## config.mk

```make
export PLATFORM = sky130hd
export DESIGN_NAME = array_list_engine
export DESIGN_NICKNAME = d
export VERILOG_FILES = /design/src/rtl/alen_pkg.sv /design/src/rtl/alen_ram.sv /design/src/rtl/alen_ctrl.sv /design/src/rtl/array_list_engine.sv
export VERILOG_INCLUDE_DIRS = /design/src /design/src/rtl
export SDC_FILE = /design/constraint.sdc
export NUM_CORES = 2
export LEC_CHECK = 0
export ABC_AREA = 1
export BUFFER_PORTS_ARGS = -buffer_cell sky130_fd_sc_hd__buf_2
export CORE_MARGIN = 1
export CORE_UTILIZATION = 50
export DETAILED_ROUTE_END_ITERATION = 10
export GPL_TIMING_DRIVEN = 0
export PLACE_DENSITY = 0.73
export SYNTH_ARGS = -nofsm -noshare
export SYNTH_HDL_FRONTEND = slang
export SYNTH_SLANG_ARGS = --single-unit
export TNS_END_PERCENT = 20
```

## constraint.sdc

```tcl
create_clock -name clk -period 7.55 [get_ports clk]
set_clock_uncertainty 0.15 [all_clocks]
set_input_delay 0.3775 -clock clk [delete_from_list [all_inputs] [get_ports clk]]
set_output_delay 0.3775 -clock clk [all_outputs]
set_load 0.01 [all_outputs]
```

## src/rtl/array_list_engine_assert.svh

```systemverilog
// assertion macros used by the list engine sequencer (alen_ctrl)
// each expects clk and arst_n in scope
`ifndef ARRAY_LIST_ENGINE_ASSERT_SVH
`define ARRAY_LIST_ENGINE_ASSERT_SVH

// condition holds at every edge outside reset
`define ALEN_ASSERT_ALWAYS(lbl, cond, msg) \
	lbl: assert property (@(posedge clk) disable iff (!arst_n) (cond)) else $error(msg);

// consequent holds in the same cycle as the antecedent
`define ALEN_ASSERT_IMP(lbl, ante, cons, msg) \
	lbl: assert property (@(posedge clk) disable iff (!arst_n) (ante) |-> (cons)) \
		else $error(msg);

// consequent holds in the cycle after the antecedent
`define ALEN_ASSERT_NXT(lbl, ante, cons, msg) \
	lbl: assert property (@(posedge clk) disable iff (!arst_n) (ante) |=> (cons)) \
		else $error(msg);

`endif

```

## src/rtl/alen_pkg.sv

```systemverilog
package alen_pkg;

	localparam int DEPTH_DEF = 64;
	localparam int DATA_W    = 32;
	localparam int POS_W     = 6;
	localparam int CNT_W     = 7;
	localparam int CNT_MAX   = 127;
	localparam logic [CNT_W-1:0] CAP_RESET = 7'd6;

	// operation selector
	typedef enum logic [2:0] {
		K_APPEND = 3'd0,
		K_INSERT = 3'd1,
		K_DELETE = 3'd2,
		K_READ   = 3'd3,
		K_EDIT   = 3'd4,
		K_SEARCH = 3'd5
	} kind_t;

	typedef enum logic [1:0] {
		ST_OK       = 2'd0,
		ST_BADPOS   = 2'd1,
		ST_OVERFLOW = 2'd2
	} status_t;

	// sequencer states
	typedef enum logic [2:0] {
		S_CLEAR,
		S_IDLE,
		S_SHIFT_UP,
		S_INS_PUT,
		S_SHIFT_DN,
		S_SEARCH,
		S_FINISH
	} state_t;

	typedef struct packed {
		kind_t                    kind;
		logic signed [DATA_W-1:0] data_value;
		logic [POS_W-1:0]         position;
	} item_t;

	typedef struct packed {
		status_t                  status;
		logic signed [DATA_W-1:0] read_value;
		logic [CNT_W-1:0]         element_count;
		logic                     found;
	} result_t;

endpackage

```

## src/rtl/alen_ram.sv

```systemverilog
// single write port, single registered read port
module alen_ram #(
	parameter int DEPTH = alen_pkg::DEPTH_DEF,
	localparam int AW = $clog2(DEPTH)
) (
	input  logic                             clk,
	input  logic                             we,
	input  logic [AW-1:0]                    waddr,
	input  logic signed [alen_pkg::DATA_W-1:0] wdata,
	input  logic                             re,
	input  logic [AW-1:0]                    raddr,
	output logic signed [alen_pkg::DATA_W-1:0] rdata
);

	logic signed [alen_pkg::DATA_W-1:0] mem [DEPTH];

	always_ff @(posedge clk) begin
		if (we) begin
			mem[waddr] <= wdata;
		end
	end

	always_ff @(posedge clk) begin
		if (re) begin
			rdata <= mem[raddr];
		end
	end

endmodule

```

## src/rtl/alen_ctrl.sv

```systemverilog
`include "array_list_engine_assert.svh"

// sequencer: walks the store one entry per cycle through a single +/-1 pointer unit
module alen_ctrl #(
	parameter int DEPTH = alen_pkg::DEPTH_DEF,
	localparam int AW = $clog2(DEPTH)
) (
	input  logic                               clk,
	input  logic                               arst_n,
	input  logic                               in_valid,
	output logic                               in_ready,
	input  alen_pkg::item_t                    in_item,
	input  logic [alen_pkg::CNT_W-1:0]         cap_cfg,
	output logic                               out_valid,
	input  logic                               out_ready,
	output alen_pkg::result_t                  out_res,
	output logic                               ram_we,
	output logic [AW-1:0]                      ram_waddr,
	output logic signed [alen_pkg::DATA_W-1:0] ram_wdata,
	output logic                               ram_re,
	output logic [AW-1:0]                      ram_raddr,
	input  logic signed [alen_pkg::DATA_W-1:0] ram_rdata
);

	localparam int CW      = alen_pkg::CNT_W;
	localparam int CAP_MAX = (DEPTH < alen_pkg::CNT_MAX) ? DEPTH : alen_pkg::CNT_MAX;

	function automatic logic [AW-1:0] to_addr(input logic [CW-1:0] x);
		logic [CW+AW-1:0] w;
		w = {{AW{1'b0}}, x};
		return w[AW-1:0];
	endfunction

	alen_pkg::state_t state_q, state_d;

	logic [AW-1:0]                      clr_q;
	logic [CW-1:0]                      fill_q, fill_d;
	logic [CW-1:0]                      rd_q, rd_d;
	logic [CW-1:0]                      wr_q, wr_d;
	logic [alen_pkg::POS_W-1:0]         pos_q;
	logic signed [alen_pkg::DATA_W-1:0] data_q;
	alen_pkg::status_t                  status_q, status_d;
	logic                               found_q, found_d;
	logic                               rsel_q, rsel_d;
	logic                               out_valid_q;
	alen_pkg::result_t                  out_res_q;

	logic [CW-1:0] cap;
	logic [CW-1:0] in_pos;
	logic [CW-1:0] pos_w;
	logic          accept;
	logic [CW-1:0] base;
	logic          step_dn;
	logic [CW-1:0] nxt;
	logic          hit;
	logic          load_out;
	logic [CW-1:0] waddr_c;
	logic [CW-1:0] raddr_c;

	// shared pointer unit
	always_comb begin
		cap     = (cap_cfg > CW'(CAP_MAX)) ? CW'(CAP_MAX) : cap_cfg;
		in_pos  = {1'b0, in_item.position};
		pos_w   = {1'b0, pos_q};
		accept  = in_valid && in_ready;
		if (state_q == alen_pkg::S_IDLE) begin
			base    = (in_item.kind == alen_pkg::K_INSERT) ? fill_q : in_pos;
			step_dn = (in_item.kind == alen_pkg::K_INSERT);
		end else begin
			base    = rd_q;
			step_dn = (state_q == alen_pkg::S_SHIFT_UP);
		end
		nxt = step_dn ? (base - CW'(1)) : (base + CW'(1));
		hit = (ram_rdata == data_q);
	end

	// next state
	always_comb begin
		state_d = state_q;
		unique case (state_q)
			alen_pkg::S_CLEAR: begin
				if (clr_q == AW'(DEPTH - 1)) state_d = alen_pkg::S_IDLE;
			end
			alen_pkg::S_IDLE: begin
				if (accept) begin
					case (in_item.kind)
						alen_pkg::K_INSERT: begin
							if (in_pos > fill_q || fill_q >= cap || in_pos == fill_q)
								state_d = alen_pkg::S_FINISH;
							else
								state_d = alen_pkg::S_SHIFT_UP;
						end
						alen_pkg::K_DELETE: begin
							if (in_pos >= fill_q || nxt == fill_q)
								state_d = alen_pkg::S_FINISH;
							else
								state_d = alen_pkg::S_SHIFT_DN;
						end
						alen_pkg::K_SEARCH: begin
							state_d = (fill_q == '0) ? alen_pkg::S_FINISH : alen_pkg::S_SEARCH;
						end
						default: state_d = alen_pkg::S_FINISH;
					endcase
				end
			end
			alen_pkg::S_SHIFT_UP: begin
				if (rd_q == pos_w) state_d = alen_pkg::S_INS_PUT;
			end
			alen_pkg::S_INS_PUT: state_d = alen_pkg::S_FINISH;
			alen_pkg::S_SHIFT_DN: begin
				if (nxt == fill_q) state_d = alen_pkg::S_FINISH;
			end
			alen_pkg::S_SEARCH: begin
				if (hit || nxt == fill_q) state_d = alen_pkg::S_FINISH;
			end
			alen_pkg::S_FINISH: begin
				if (!out_valid_q || out_ready) state_d = alen_pkg::S_IDLE;
			end
			default: state_d = alen_pkg::S_CLEAR;
		endcase
	end

	// outputs and datapath controls
	always_comb begin
		in_ready  = (state_q == alen_pkg::S_IDLE);
		ram_we    = 1'b0;
		ram_re    = 1'b0;
		waddr_c   = wr_q;
		raddr_c   = nxt;
		ram_wdata = ram_rdata;
		fill_d    = fill_q;
		rd_d      = rd_q;
		wr_d      = wr_q;
		status_d  = status_q;
		found_d   = found_q;
		rsel_d    = rsel_q;
		load_out  = 1'b0;
		unique case (state_q)
			alen_pkg::S_CLEAR: begin
				ram_we    = 1'b1;
				ram_wdata = '0;
			end
			alen_pkg::S_IDLE: begin
				if (accept) begin
					status_d = alen_pkg::ST_OK;
					found_d  = 1'b0;
					rsel_d   = 1'b0;
					case (in_item.kind)
						alen_pkg::K_APPEND: begin
							if (fill_q >= cap) begin
								status_d = alen_pkg::ST_OVERFLOW;
							end else begin
								ram_we    = 1'b1;
								waddr_c   = fill_q;
								ram_wdata = in_item.data_value;
								fill_d    = fill_q + CW'(1);
							end
						end
						alen_pkg::K_INSERT: begin
							if (in_pos > fill_q) begin
								status_d = alen_pkg::ST_BADPOS;
							end else if (fill_q >= cap) begin
								status_d = alen_pkg::ST_OVERFLOW;
							end else if (in_pos == fill_q) begin
								ram_we    = 1'b1;
								waddr_c   = in_pos;
								ram_wdata = in_item.data_value;
								fill_d    = fill_q + CW'(1);
							end else begin
								ram_re = 1'b1;
								rd_d   = nxt;
								wr_d   = fill_q;
							end
						end
						alen_pkg::K_DELETE: begin
							if (in_pos >= fill_q) begin
								status_d = alen_pkg::ST_BADPOS;
							end else if (nxt == fill_q) begin
								fill_d = fill_q - CW'(1);
							end else begin
								ram_re = 1'b1;
								rd_d   = nxt;
								wr_d   = in_pos;
							end
						end
						alen_pkg::K_READ: begin
							if (in_pos >= cap) begin
								status_d = alen_pkg::ST_BADPOS;
							end else begin
								ram_re  = 1'b1;
								raddr_c = in_pos;
								rsel_d  = 1'b1;
							end
						end
						alen_pkg::K_EDIT: begin
							if (in_pos >= cap) begin
								status_d = alen_pkg::ST_BADPOS;
							end else begin
								ram_we    = 1'b1;
								waddr_c   = in_pos;
								ram_wdata = in_item.data_value;
							end
						end
						alen_pkg::K_SEARCH: begin
							if (fill_q != '0) begin
								ram_re  = 1'b1;
								raddr_c = '0;
								rd_d    = '0;
							end
						end
						default: ;
					endcase
				end
			end
			alen_pkg::S_SHIFT_UP: begin
				ram_we = 1'b1;
				if (rd_q != pos_w) begin
					ram_re = 1'b1;
					rd_d   = nxt;
					wr_d   = rd_q;
				end
			end
			alen_pkg::S_INS_PUT: begin
				ram_we    = 1'b1;
				waddr_c   = pos_w;
				ram_wdata = data_q;
				fill_d    = fill_q + CW'(1);
			end
			alen_pkg::S_SHIFT_DN: begin
				ram_we = 1'b1;
				if (nxt == fill_q) begin
					fill_d = fill_q - CW'(1);
				end else begin
					ram_re = 1'b1;
					rd_d   = nxt;
					wr_d   = rd_q;
				end
			end
			alen_pkg::S_SEARCH: begin
				if (hit) begin
					found_d = 1'b1;
				end else if (nxt != fill_q) begin
					ram_re = 1'b1;
					rd_d   = nxt;
				end
			end
			alen_pkg::S_FINISH: begin
				load_out = !out_valid_q || out_ready;
			end
			default: ;
		endcase
		ram_waddr = (state_q == alen_pkg::S_CLEAR) ? clr_q : to_addr(waddr_c);
		ram_raddr = to_addr(raddr_c);
	end

	always_ff @(posedge clk or negedge arst_n) begin
		if (!arst_n) begin
			state_q     <= alen_pkg::S_CLEAR;
			clr_q       <= '0;
			fill_q      <= '0;
			rd_q        <= '0;
			wr_q        <= '0;
			status_q    <= alen_pkg::ST_OK;
			found_q     <= 1'b0;
			rsel_q      <= 1'b0;
			out_valid_q <= 1'b0;
		end else begin
			state_q  <= state_d;
			fill_q   <= fill_d;
			rd_q     <= rd_d;
			wr_q     <= wr_d;
			status_q <= status_d;
			found_q  <= found_d;
			rsel_q   <= rsel_d;
			if (state_q == alen_pkg::S_CLEAR) clr_q <= clr_q + AW'(1);
			if (load_out) begin
				out_valid_q <= 1'b1;
			end else if (out_ready) begin
				out_valid_q <= 1'b0;
			end
		end
	end

	always_ff @(posedge clk) begin
		if (accept) begin
			pos_q  <= in_item.position;
			data_q <= in_item.data_value;
		end
		if (load_out) begin
			out_res_q.status        <= status_q;
			out_res_q.read_value    <= rsel_q ? ram_rdata : '0;
			out_res_q.element_count <= fill_q;
			out_res_q.found         <= found_q;
		end
	end

	assign out_valid = out_valid_q;
	assign out_res   = out_res_q;

	`ALEN_ASSERT_ALWAYS(a_fill_bound, fill_q <= CW'(CAP_MAX), "fill level above capacity limit")
	`ALEN_ASSERT_IMP(a_shift_up_floor, state_q == alen_pkg::S_SHIFT_UP, rd_q >= pos_w, "insert walk passed its position")
	`ALEN_ASSERT_NXT(a_append_grows, accept && in_item.kind == alen_pkg::K_APPEND && fill_q < cap, fill_q == $past(fill_q) + 7'd1, "append did not grow fill level")
	`ALEN_ASSERT_NXT(a_finish_loads, state_q == alen_pkg::S_FINISH && (!out_valid_q || out_ready), out_valid_q && state_q == alen_pkg::S_IDLE, "finished result not presented")

endmodule

```

## src/rtl/array_list_engine.sv

```systemverilog
// packed list engine: holds up to min(capacity, DEPTH) signed 32-bit entries and a fill level.
// one operation per s_ transfer (kind in s_tuser), one result per m_ transfer. after reset the
// store is cleared one entry a cycle with s_tready low; cfg writes are taken throughout. append,
// edit, read, unused kinds, insert at the end and every rejected operation go from idle straight
// to the result. insert below the end moves the entries from the position on up by one and writes
// the new one; delete moves those above the position down; search compares from the front until
// a hit or the end. the single store port moves or compares one entry per cycle. a finished
// result sits in the output register, so the next operation may be taken while it waits.
module array_list_engine #(
	parameter int DEPTH = alen_pkg::DEPTH_DEF
) (
	input  logic        clk,
	input  logic        arst_n,
	// operation in
	input  logic        s_tvalid,
	output logic        s_tready,
	input  logic [39:0] s_tdata,   // data_value[31:0], position[37:32], zero pad
	input  logic [2:0]  s_tuser,   // kind[2:0]
	// result out
	output logic        m_tvalid,
	input  logic        m_tready,
	output logic [47:0] m_tdata,   // status[1:0], read_value[33:2], element_count[40:34],
	                               // found[41], zero pad
	// capacity register write
	input  logic        cfg_valid,
	output logic        cfg_ready,
	input  logic [6:0]  cfg_data   // capacity_in_use
);

	localparam int AW = $clog2(DEPTH);

	logic [alen_pkg::CNT_W-1:0]         cap_q;
	alen_pkg::item_t                    item;
	alen_pkg::result_t                  res;
	logic                               ram_we;
	logic [AW-1:0]                      ram_waddr;
	logic signed [alen_pkg::DATA_W-1:0] ram_wdata;
	logic                               ram_re;
	logic [AW-1:0]                      ram_raddr;
	logic signed [alen_pkg::DATA_W-1:0] ram_rdata;

	// capacity register, always ready
	assign cfg_ready = 1'b1;

	always_ff @(posedge clk or negedge arst_n) begin
		if (!arst_n) begin
			cap_q <= alen_pkg::CAP_RESET;
		end else if (cfg_valid) begin
			cap_q <= cfg_data;
		end
	end

	// unpack the operation transfer
	always_comb begin
		item.kind       = alen_pkg::kind_t'(s_tuser);
		item.data_value = s_tdata[31:0];
		item.position   = s_tdata[37:32];
	end

	// pack the result, first field lowest
	assign m_tdata = {6'b0, res.found, res.element_count, res.read_value, res.status};

	alen_ctrl #(
		.DEPTH(DEPTH)
	) u_ctrl (
		.clk       (clk),
		.arst_n    (arst_n),
		.in_valid  (s_tvalid),
		.in_ready  (s_tready),
		.in_item   (item),
		.cap_cfg   (cap_q),
		.out_valid (m_tvalid),
		.out_ready (m_tready),
		.out_res   (res),
		.ram_we    (ram_we),
		.ram_waddr (ram_waddr),
		.ram_wdata (ram_wdata),
		.ram_re    (ram_re),
		.ram_raddr (ram_raddr),
		.ram_rdata (ram_rdata)
	);

	// entry store
	alen_ram #(
		.DEPTH(DEPTH)
	) u_ram (
		.clk   (clk),
		.we    (ram_we),
		.waddr (ram_waddr),
		.wdata (ram_wdata),
		.re    (ram_re),
		.raddr (ram_raddr),
		.rdata (ram_rdata)
	);

endmodule

```

# == After elaboration in Yosys (flattened, before gate mapping) ==
# Memories as Yosys holds them, arrays and structs flattened. A register that Yosys moved wholly into a read port is not among the register bits.
# Index checks and enable logic that the tools add are counted.
# classes
n_addsub,5
n_lt_le_gt_ge,5
n_eq_ne,40
muxes,103
reduce_logical,24
# ops
cell,n
2-to-1 mux 32 bit,6
case mux 32 bit (3 select lines),2
2-to-1 mux 7 bit,21
2-to-1 mux 6 bit,19
case mux 7 bit (3 select lines),3
case mux 6 bit (2 select lines),3
case mux 6 bit (3 select lines),2
equality test 32 bit,1
case mux 7 bit (4 select lines),1
2-to-1 mux 1 bit,27
!= test 3 bit (second input constant),9
2-to-1 mux 3 bit,7
case mux 3 bit (7 select lines),1
equality test 3 bit (second input constant),5
adder 7 x 1 -> 7 bit (second input constant),2
>= comparator 6 x 7 -> 1 bit,2
subtractor 7 x 1 -> 7 bit (second input constant),2
equality test 3 x 2 -> 1 bit (second input constant),4
!= test 2 x 1 -> 1 bit (second input constant),6
AND reduction 11 bit,1
!= test 2 bit (second input constant),5
AND reduction 10 bit,1
case mux 3 bit (3 select lines),1
2-to-1 mux 2 bit,4
31 further kinds,42
# totals
regBits,121
mem_bits_rw,2048
mem_count,1
# memory_table
name,depth,width,read_ports,rd_ports_with_merged_regs,wr,line,text
u_ram.mem,64,32,1,1,1,alen_ram.sv:15,logic signed [alen_pkg::DATA_W-1:0] mem [DEPTH];

# == Logic depth before layout (Yosys ltp) ==
# logic_depth
ltp_word,11
depth_mapped,27
mapped_depth_nobuf,25

# == By module ==
# From an unflattened synthesis, not the netlist that was laid out.
# hier_totals
cells_unflattened,7978
area_unflattened_um2,91906.9
# modules_own_cells
mod,instances,cells_each,area_per_inst_um2
alen_ram,1,6785,83106.0
alen_ctrl,1,1154,8469.4
array_list_engine,1,39,331.6

# == Worst setup path before layout ==
# Ideal clock, no wire load.
# synth_path
path_type,reg-to-reg
from,register cap_q[3] (netlist name)
to,"memory u_ram.mem[0][19] (netlist name), data pin"
arrival_ps,6795
t_required_ps,6392
setup_slack_ps,-404
path_stages_with_launch,16
path_buffers,2
synth_period_minus_slack_ps,7954
cell_sequence,dfrtp_1 nor4_1 nand3_1 nand2_1 nand2_1 ha_1 inv_1 nor2_1 a21boi_1 nand3_1 a21oi_1 nand2_1 clkbuf_1 buf_1 a21oi_1 o311ai_0
# synth_via
elab_chain_cells,8
elab_cells_between_ends,11
classes_between,order compare (3); mux (8)
# synth_rtl
element,line,text
from (decl),array_list_engine.sv:32,logic [alen_pkg::CNT_W-1:0] cap_q;
from (signal assigned),array_list_engine.sv:47,cap_q <= alen_pkg::CAP_RESET;
from (signal assigned),array_list_engine.sv:49,cap_q <= cfg_data;
> comparator 7 bit,alen_ctrl.sv:62,cap = (cap_cfg > CW'(CAP_MAX)) ? CW'(CAP_MAX) : cap_cfg;
2-to-1 mux 7 bit (*),alen_ctrl.sv:62,
>= comparator 7 bit,"alen_ctrl.sv:150, alen_ctrl.sv:162",
2-to-1 mux 32 bit,alen_ctrl.sv:162,end else if (fill_q >= cap) begin
2-to-1 mux 32 bit,alen_ctrl.sv:160,if (in_pos > fill_q) begin
case mux 32 bit (3 select lines) (*),alen_ctrl.sv:148,case (in_item.kind)
2-to-1 mux 32 bit (*),alen_ctrl.sv:144,if (accept) begin
case mux 32 bit (3 select lines) (*),alen_ctrl.sv:138,unique case (state_q)
"named net ram_wdata, one bit",array_list_engine.sv:37,logic signed [alen_pkg::DATA_W-1:0] ram_wdata;
to (decl),alen_ram.sv:15,
# The timed path passes the listed nets; every way through them passes the cells marked *.

# == Worst setup path in the final report ==
# layout_path
from,register u_ctrl.state_q[2]
to,"register u_ram.rdata[9] (netlist name), read port of u_ram.mem, data pin"
# layout_via
elab_chain_cells,10
elab_cells_between_ends,24
classes_between,add/sub (2); eq/ne (6); mux (15); reduce/logical (1)
# layout_rtl
element,line,text
from (decl),alen_ctrl.sv:34,"alen_pkg::state_t state_q, state_d;"
from (signal assigned),alen_ctrl.sv:258,state_q <= alen_pkg::S_CLEAR;
from (signal assigned),alen_ctrl.sv:268,state_q <= state_d;
equality test 3 x 1 -> 1 bit,"alen_ctrl.sv:66, alen_ctrl.sv:125, alen_ctrl.sv:138",
2-to-1 mux 7 bit,alen_ctrl.sv:66,if (state_q == alen_pkg::S_IDLE) begin
adder 7 x 1 -> 7 bit or subtractor 7 x 1 -> 7 bit (tied branches),alen_ctrl.sv:73,nxt = step_dn ? (base - CW'(1)) : (base + CW'(1));
2-to-1 mux 7 bit,alen_ctrl.sv:73,
equality test 7 bit,"alen_ctrl.sv:178, alen_ctrl.sv:231",
2-to-1 mux 1 bit,"alen_ctrl.sv:178, alen_ctrl.sv:231",
2-to-1 mux 1 bit,alen_ctrl.sv:176,if (in_pos >= fill_q) begin
case mux 1 bit (4 select lines),alen_ctrl.sv:148,
2-to-1 mux 1 bit,alen_ctrl.sv:144,
case mux 1 bit (4 select lines),alen_ctrl.sv:138,
to (decl),alen_ram.sv:12,output logic signed [alen_pkg::DATA_W-1:0] rdata
# Parallel ways exist; a longest one is shown, timed or not.
# A chain may end at the register's enable or synchronous reset.

==> results list <==
- The run finished, with violations left.
- Violations in the final reports: capacitance limit, slew limit, setup timing
- Highest attainable clock frequency: 132 MHz
- In this run the static leakage power is 41.8 nW.
- Post-Syn Instances: 8925
* Proportion of layout cells with a drive suffix above 1: 11.3%
- Clock Pin Slew Worst Setup and Hold Paths: 0.06 ns
* Remaining global-route overflow: 0
- Clock sink count: 2201
- Register cell area after layout: 65900 µm²
- Total vias in the final route: 76500
- Post-route core utilization: 58.9%
- Number of cell instances on the worst register-to-register path: 21
- IR analysis of the VDD net gives a maximum drop of 0.000261 V.
- Antenna violation net count after detailed routing: 0
- On the critical path the largest part of the delay comes from buffers and inverters.
* Endpoint class of the critical path: flip-flop
- Combined global-route utilization of all metal layers: 37.4%
- Clock tree synthesis inserted a total of 219 buffers.
- Detailed-route wire length: 369 mm
- RSZ-0062 raised after global routing: false
* Vias per cell: 6.24
* Sequential cell area fraction in the yosys report: 68.2%
- The worst setup path is of the flip-flop to flip-flop kind.
- Of all nets on the critical path, the largest fanout is 10.
- Area used by multi-input combinational logic: 26600 µm²
* Total count of hold-check failures in the final report: 0
- For this run, design rule violations remaining after detail routing come to 0.
- Across the run, the number of max-cap violations was 3.
- Data arrival time at the worst-slack endpoint: 7.99 ns
- Number of distinct library cells after synthesis: 53
- In this design, the stage delay of the slowest critical-path cell is 1.00 ns.
* Count of buffering cells on the critical path with inverters included: 8
- Die area: 195000 µm²
- The count of final max-slew check failures came to 22.
- Most frequent cells in the layout: sky130_fd_sc_hd__nand2_1 (2865), sky130_fd_sc_hd__edfxtp_1 (2160), sky130_fd_sc_hd__nand3_1 (1750)
* H-tree levels: 4
- Wire length of the first global-routing pass: 509 mm
* Post-synthesis sequential element count: 2201
- Die height: 441 µm
* Net count of the finished layout: 9631
* Core box area: 191000 µm²
* Yosys warning count: 0
- Number of synthesized flops with an enable pin: 2160
* Cell area after synthesis: 96600 µm²
- Clock latency at the later pin of the worst-skew pair: 0.90 ns
* Clock root buffer: sky130_fd_sc_hd__clkbuf_16
- Slowest library cell on the worst path: sky130_fd_sc_hd__buf_1
- Pin count of the biggest net entering global routing: 65
* Port buffer count: 95
- Fill cell total of the finished layout: 15100
* Slew HR: -2.47%
- In this run, placement finished with an instance count of 11800.
- In this run the critical register-to-register path is captured at u_ram.rdata[9].
* Commonest non-fill, non-tap cell in the layout: sky130_fd_sc_hd__nand2_1
- 106 I/O pins were placed.
- Final worst path period need: 7.56 ns
- Req. time, crit path: 7.98 ns
* Placement Rows: 160
* Vias in the first global route: 69800
- Power density relative to cell area: 215 nW/µm²
- In this run the register-to-register setup slack is -0.008 ns.
* Clock tree from TritonCTS: done
* Class of the worst hold path: input pin to asynchronous set/reset pin
- Total power for the finished layout comes to 24.2 mW.
- Number of setup violations in the final report: 1
- For this run, the leading register cell type out of synthesis is sky130_fd_sc_hd__edfxtp_1.
* Period Utilization, post-route: 100%
- Startpoint class of the critical path: flip-flop
- After the flow finishes, the layout carries non-filler instances totaling 12300.
- Averaged over all synthesized cells, the footprint is 10.8 µm².
* Count of routing violations after the opening detailed-route iteration: 13700
- The signal on the critical path passes through buf_2, inv_1, nand2_1, buf_2, clkbuf_1, clkbuf_2, nor3_1, a221oi_1, fa_1, xnor2_1, nand2_1, nand2_1, o21ai_1, inv_1, buf_2, buf_1, nand3_1, nand3_1, nand3_1, nand3_1, nand2_1.
- Dividing the detail-routed wire length by the instance count gives 30.1 µm.
- For this configuration, the core starts out at a cell density of 50.6%.
* Detailed placer's ending HPWL: 264 mm
- Routability cong.: 1.11
* Area growth from synthesis to final layout: 16.4%
- The number of antenna violations at the first check in global routing was 39.
* Slack of the critical path: -0.00761 ns
- In this run the critical register-to-register path is launched from u_ctrl.state_q[2].
- Width of the die: 441 µm
- Drt pass-1 iters: 9
* Max clock buf depth: 3
- Synth async-reset ratio: 1.86%
- At the pin with the least slew margin, the transition time is 1.54 ns.
[flip-flops by register name, summed over array words and instances, names as in the netlist]
name and cells:
u_ram.mem 2048, u_ctrl.out_res 42, u_ctrl.data_q 32, u_ram.rdata 32, cap_q 7, u_ctrl.fill_q 7
u_ctrl.rd_q 7, u_ctrl.clr_q 6, u_ctrl.pos_q 6, u_ctrl.wr_q 6, u_ctrl.state_q 3, u_ctrl.status_q 2
u_ctrl.found_q 1, u_ctrl.out_valid 1, u_ctrl.rsel_q 1
[worst max path at each step]
stage	slack (ns)	endpoint	start	cells after the start
floorplan	-0.36	u_ram.mem[0][10]	cap_q[3]	17
global placement	-12.47	u_ram.mem[44][14]	cap_q[3]	17
detailed placement	-0.29	u_ram.rdata[20]	u_ctrl.state_q[2]	17
CTS	0.47	u_ram.rdata[9]	u_ctrl.state_q[2]	21
global route	0.01	u_ram.rdata[3]	u_ctrl.state_q[2]	21
finish	-0.008	u_ram.rdata[9]	u_ctrl.state_q[2]	21
[synthesized netlist by cell type, types with 4 or more instances]
cell type	number	area [µm²]
sky130_fd_sc_hd__dfrtp_1	39	976
sky130_fd_sc_hd__nand3b_1	421	3160
sky130_fd_sc_hd__buf_1	80	300
sky130_fd_sc_hd__inv_2	6	22.5
sky130_fd_sc_hd__buf_2	294	1470
sky130_fd_sc_hd__a21oi_1	68	340
sky130_fd_sc_hd__nand4_1	24	150
sky130_fd_sc_hd__a221oi_1	7	61.3
sky130_fd_sc_hd__nand2_2	5	31.3
sky130_fd_sc_hd__o22ai_1	5	31.3
sky130_fd_sc_hd__clkbuf_1	156	586
sky130_fd_sc_hd__buf_4	28	210
sky130_fd_sc_hd__xnor2_1	28	245
sky130_fd_sc_hd__o211ai_1	6	45.0
sky130_fd_sc_hd__nor2_1	173	649
sky130_fd_sc_hd__nand2_1	2866	10800
sky130_fd_sc_hd__o21ai_0	54	270
sky130_fd_sc_hd__buf_6	5	56.3
sky130_fd_sc_hd__ha_1	28	350
sky130_fd_sc_hd__edfxtp_1	2160	64900
sky130_fd_sc_hd__or2_2	6	37.5
sky130_fd_sc_hd__o311ai_0	27	236
sky130_fd_sc_hd__nor3_1	9	45.0
sky130_fd_sc_hd__xor2_1	17	149
sky130_fd_sc_hd__mux2_2	4	45.0
sky130_fd_sc_hd__inv_1	609	2290
sky130_fd_sc_hd__nand3_1	1755	8780
sky130_fd_sc_hd__o221ai_1	4	35.0
[layer usage]
| metal | global-route usage, % | part of all wire [%] | up-vias |
|---|---|---|---|
| met5 | 0.415 | 0.073 | - |
| met4 | 27.0 | 8.7 | 28 |
| met3 | 12.9 | 16 | 1441 |
| met2 | 52.6 | 41 | 6717 |
| met1 | 48.0 | 34 | 36300 |
| li1 | - | - | 32000 |
[stage by stage]
stage          TNS (ns)  hold slack (ns)  worst slack [ns]  instance area (µm²)
5_1_grt               0           0.0858            0.0126               112000
6_report       -0.00761           0.0738          -0.00761               112000
3_5_place_dp      -2.03            0.282            -0.292               105000
2_1_floorplan   -409.42          -0.0681            -0.364                96600
4_1_cts               0           0.0388             0.465               112000
3_3_place_gp          -            0.293            -12.47               100000
[cell families after synthesis]
| group | count (synthesis) | share of synthesized area (%) |
|---|---|---|
| buffers and inverters | 1180 | 5.12 |
| AND/OR/NAND/NOR | 5273 | 24.6 |
| multiplexers | 4 | 0.0466 |
| flip-flops | 2201 | 68.2 |
| XOR/XNOR | 45 | 0.408 |
| adder cells (fa/ha/maj) | 29 | 0.384 |
| AO/OA/AOI/OAI | 191 | 1.21 |
| other | 2 | 0.00778 |
[cell type report]
cell class	instances	share of cell area, %
Antenna cell	26	0.0579
Inverter	617	2.06
Clock inverter	139	1.09
Sequential cell	2201	58.6
Multi-Input combinational cell	5549	23.6
Tap cell	2511	2.79
Clock buffer	266	5.15
Timing Repair Buffer	396	4.26
Buffer	563	2.34
[repair_timing]
item,4_1_cts,5_1_grt
hold buffers,61,0
gates resized for setup,2,1
endpoints found under the setup margin,20,4
hold endpoints to repair,99,0
buffers inserted,0,0
[report_power, final]
part / leakage [nW] / total [mW] / internal, mW / switching (mW)
clock: 3.40 / 10.8 / 6.04 / 4.80
combinational: 22.6 / 0.146 / 0.0585 / 0.0874
sequential: 15.8 / 13.2 / 13.2 / 0.00340
No activity file was read; power rests on OpenSTA's default activity.
